File: config.mk
export PLATFORM = sky130hd
export DESIGN_NAME = iss_cell
export DESIGN_NICKNAME = d
export VERILOG_FILES = /design/src/rtl/core/iss_pkg.sv /design/src/rtl/core/iss_cell.sv
export SDC_FILE = /design/constraint.sdc
export NUM_CORES = 1
export LEC_CHECK = 0
export BUFFER_PORTS_ARGS = -buffer_cell sky130_fd_sc_hd__buf_2
export CAP_MARGIN = 10
export CELL_PAD_IN_SITES_DETAIL_PLACEMENT = 1
export CELL_PAD_IN_SITES_GLOBAL_PLACEMENT = 2
export CORE_MARGIN = 2
export CORE_UTILIZATION = 22
export DETAILED_ROUTE_END_ITERATION = 12
export GPL_TIMING_DRIVEN = 0
export MAX_ROUTING_LAYER = met4
export PLACE_DENSITY = 0.79
export SLEW_MARGIN = 20
export SYNTH_ARGS = -nofsm -noshare
export SYNTH_HDL_FRONTEND = slang
export SYNTH_SLANG_ARGS = --single-unit
File: constraint.sdc
create_clock -name i_clk -period 3.05 [get_ports i_clk]
set_input_delay 0.305 -clock i_clk [delete_from_list [all_inputs] [get_ports i_clk]]
set_output_delay 0.305 -clock i_clk [all_outputs]
set_load 0.01 [all_outputs]
File: src/rtl/core/iss_pkg.sv
// ----------------------------------------------------------------------------
// iss_pkg: shared types and codes for the indexed sequence store
// Transaction payloads, request and status codes, and the per-cell control
// word that the top level broadcasts along the chain of cells.
// ----------------------------------------------------------------------------
package iss_pkg;

    // request codes
    localparam logic [2:0] OP_PUSH_FRONT = 3'd0;
    localparam logic [2:0] OP_PUSH_BACK  = 3'd1;
    localparam logic [2:0] OP_INSERT     = 3'd2;
    localparam logic [2:0] OP_POP_FRONT  = 3'd3;
    localparam logic [2:0] OP_POP_BACK   = 3'd4;
    localparam logic [2:0] OP_DELETE     = 3'd5;
    localparam logic [2:0] OP_READ       = 3'd6;
    localparam logic [2:0] OP_CLEAR      = 3'd7;

    // status codes
    localparam logic [1:0] ST_OK     = 2'd0;
    localparam logic [1:0] ST_BADPOS = 2'd1;
    localparam logic [1:0] ST_EMPTY  = 2'd2;
    localparam logic [1:0] ST_FULL   = 2'd3;

    // cell update modes
    localparam logic [1:0] CELL_HOLD  = 2'd0;
    localparam logic [1:0] CELL_OPEN  = 2'd1;  // make room at the position
    localparam logic [1:0] CELL_CLOSE = 2'd2;  // remove the entry at the position

    typedef struct packed {
        logic [2:0]         op;
        logic [6:0]         position;
        logic signed [31:0] value;
    } t_in;

    typedef struct packed {
        logic signed [31:0] read_value;
        logic [1:0]         status;
        logic [6:0]         count;
    } t_out;

    typedef struct packed {
        logic [1:0] mode;
        logic       at_pos;    // this cell sits at the target position
        logic       past_pos;  // this cell sits above the target position
    } t_cell_ctl;

endpackage

File: src/rtl/core/iss_cell.sv
// ----------------------------------------------------------------------------
// iss_cell: one storage cell of the chain
// Holds one word; on an open it takes the new word or its lower neighbor,
// on a close it takes its upper neighbor. Drives its word onto the read tap
// when it sits at the target position.
// ----------------------------------------------------------------------------
module iss_cell (
    input  logic               i_clk,
    input  iss_pkg::t_cell_ctl i_ctl,
    input  logic [31:0]        i_value,
    input  logic [31:0]        i_lower,
    input  logic [31:0]        i_upper,
    output logic [31:0]        o_data,
    output logic [31:0]        o_tap
);
    import iss_pkg::*;

    logic [31:0] r_data;
    logic [31:0] n_data;

    always_comb begin
        n_data = r_data;
        case (i_ctl.mode)
            CELL_OPEN: begin
                if (i_ctl.at_pos) begin
                    n_data = i_value;
                end else if (i_ctl.past_pos) begin
                    n_data = i_lower;
                end
            end
            CELL_CLOSE: begin
                if (i_ctl.at_pos || i_ctl.past_pos) begin
                    n_data = i_upper;
                end
            end
            default: n_data = r_data;
        endcase
    end

    always_ff @(posedge i_clk) begin
        r_data <= n_data;
    end

    assign o_data = r_data;
    assign o_tap  = i_ctl.at_pos ? r_data : 32'd0;

endmodule

==> results.sh <==
export IMPL_status="finished, final reports clean"
export IMPL_die_area_um2=10200
export IMPL_criticalPathCategory="in -> reg"
export IMPL_period_share=0.537
export IMPL_startpoint_type="input port"
export IMPL_post_dp_hpwl_um=5030
export IMPL_worst_pin_slew_ns=0.564
export IMPL_yosysTopAreaCell="edfxtp_1"
export IMPL_cts_tree="yes"
export IMPL_wl_met3_um=496
export IMPL_yosysUniqueCellTypes=11
export IMPL_fin_ws_ns=1.41
export IMPL_maxCapViolations=0
export IMPL_timing_final_max_slew_violations=0
export IMPL_grt_max_degree=20
export IMPL_synth_seq_cells=32
export IMPL_syn_cell_area_um2=2070
export IMPL_async_flop_share=0
export IMPL_syn_avg_cell_area_um2=14.5
export IMPL_critical_path_max_stage_delay_ns=0.49
export IMPL_p_leak_nw=1.53
export IMPL_die_h_um=101
export IMPL_vdd_drop_max_v=0.000133
export IMPL_crit_chain="buf_2, nand2b_1, buf_2, buf_4, a21oi_4, buf_16"
export IMPL_wl_per_cell_um=14.6
export IMPL_core_area_um2=9200
export IMPL_met1_length_um=2470
export IMPL_report_final_hold_viol_count=0
export IMPL_cp_max_fo=19
export IMPL_slew_headroom=0.623
export IMPL_drive_gt1_frac=0.768
export IMPL_grt_overflow_total=0
export IMPL_htree_levels=2
export IMPL_initial_core_util=0.225
export IMPL_cts_resized=0
export IMPL_rsz0062_at_grt="false"
export IMPL_route_final_wire_length_um=6200
export IMPL_wl_met2_um=3170
export IMPL_gp_congestion=0.726
export IMPL_p_total_mw=1.25
export IMPL_grt_pass1_vias=1886
export IMPL_hold_ws_ns=0.327
export IMPL_synth_most_common_cell="mux2_2"
export IMPL_first_iter_violations=15
export IMPL_hold_class="in -> reg"
export IMPL_synth_warnings=0
export IMPL_grt_usage=0.123
export IMPL_cp_arrival_ns=1.62
export IMPL_synthTopCellsByCount="mux2_2 (40), and2_1 (32), edfxtp_1 (32), mux2_4 (24)"
export IMPL_fmax_mhz=610
export IMPL_antenna_cells=0
export IMPL_place_ws_ns=1.07
export IMPL_path_common_cell="buf_2"
export IMPL_drc_errors=0
export IMPL_final_nets=415
export IMPL_slowest_stage="a21oi_4"
export IMPL_cellPowerDensity_nw_per_um2=399
export IMPL_clock_sinks=32
export IMPL_die_x_um=101
export IMPL_vias_per_cell=4.15
export IMPL_pin_count=165
export IMPL_first_pass_iters=4
export IMPL_synth_edf_count=32
export IMPL_setup_viol=0
export IMPL_cts_buffers=5
export IMPL_ant_nets=0
export IMPL_grt_first_pass_wirelength_um=9420
export IMPL_vias=1767
export IMPL_critical_path_required_ns=3.04
export IMPL_synth_area_leaders="edfxtp_1 (46%), mux2_2 (22%), mux2_4 (17%)"
export IMPL_fillers=1059
export IMPL_post_cts_buffers=0
export IMPL_row_count=35
export IMPL_largest_register_ffs=32
export IMPL_io_buffers=163
export IMPL_clock_root_buffer="clkbuf_8"
export IMPL_syn_num_nets=244
export IMPL_synth_seq_area_share=0.465
export IMPL_ctsHoldBuffers=0
export IMPL_path_clk_slew_ns=0.07
export IMPL_top_layer_used="met4"
export IMPL_ys_flop_type="edfxtp_1"
export IMPL_antenna_found_initial=0
export IMPL_layout_min_cycle_time_ns=1.64
export IMPL_synth_top_cell_area_share=0.465
export IMPL_cts_buffer_depth=2
export IMPL_synth_cells=143
export IMPL_tns_ns=0
export IMPL_syn2layout_area_growth_pct=51.9
export IMPL_crit_path_end_kind="flip-flop"
## logic make-up (layout without fill, tap and decap cells)
kind of cell | count (synthesis) | after routing | share of synthesized area
mux | 64 | 64 | 0.392
buf+inv | 11 | 183 | 0.0363
simple gates | 35 | 35 | 0.105
flops | 32 | 32 | 0.465
compound gates | 1 | 1 | 0.00242
## per-stage QoR
step	cells	area, µm²	utilization
after floorplan	143	2070	-
after global placement	417	3020	0.329
after detailed placement	418	3060	0.333
after CTS	426	3140	0.342
after global routing	426	3140	0.342
final	426	3140	0.342
## metal layers
layer | vias up | GRT usage
met5 | - | -
met4 | 0 | 0.0291
met3 | 6 | 0.0298
met2 | 99 | 0.214
met1 | 806 | 0.144
li1 | 856 | -
## final timing paths
kind / start / end / depth (start not counted) / slack (ns)
setup / recovery: i_ctl[2] / o_data[13]$_DFFE_PP_ / 6 / 1.41
hold / removal: i_upper[11] / o_data[11]$_DFFE_PP_ / 2 / 0.33
## worst max-delay path, delay by kind of cell
| family | cells | cell delay, ns |
|---|---|---|
| buffers and inverters | 4 | 0.69 |
| AO/OA/AOI/OAI | 1 | 0.49 |
| AND/OR/NAND/NOR | 1 | 0.12 |
## report_power, final
part,total [mW],switching (mW),internal (mW)
registers,0.568,0.0195,0.548
logic,0.375,0.164,0.211
clock network,0.310,0.151,0.159
total,1.25,0.335,0.918
## layout make-up
cell class	instances	area (µm²)	area share
Buffer	11	75.1	0.0239
Clock inverter	1	3.75	0.00119
Sequential cell	32	961	0.306
Multi-Input combinational cell	100	1040	0.332
Timing Repair Buffer	164	843	0.268
Tap cell	111	139	0.0442
Clock buffer	7	76.3	0.0243
## placed cells by master (no fill, tap or decap)
cell type and instances:
clkbuf_1 5, buf_6 3, clkinv_1 1, buf_16 1
buf_4 2, mux2_2 40, edfxtp_1 32, a21oi_4 1
mux2_4 24, clkbuf_8 5, nor2_1 1, buf_2 166
and2_1 32, nand2b_1 2
Note: power is estimated with default switching activity, not from simulation.
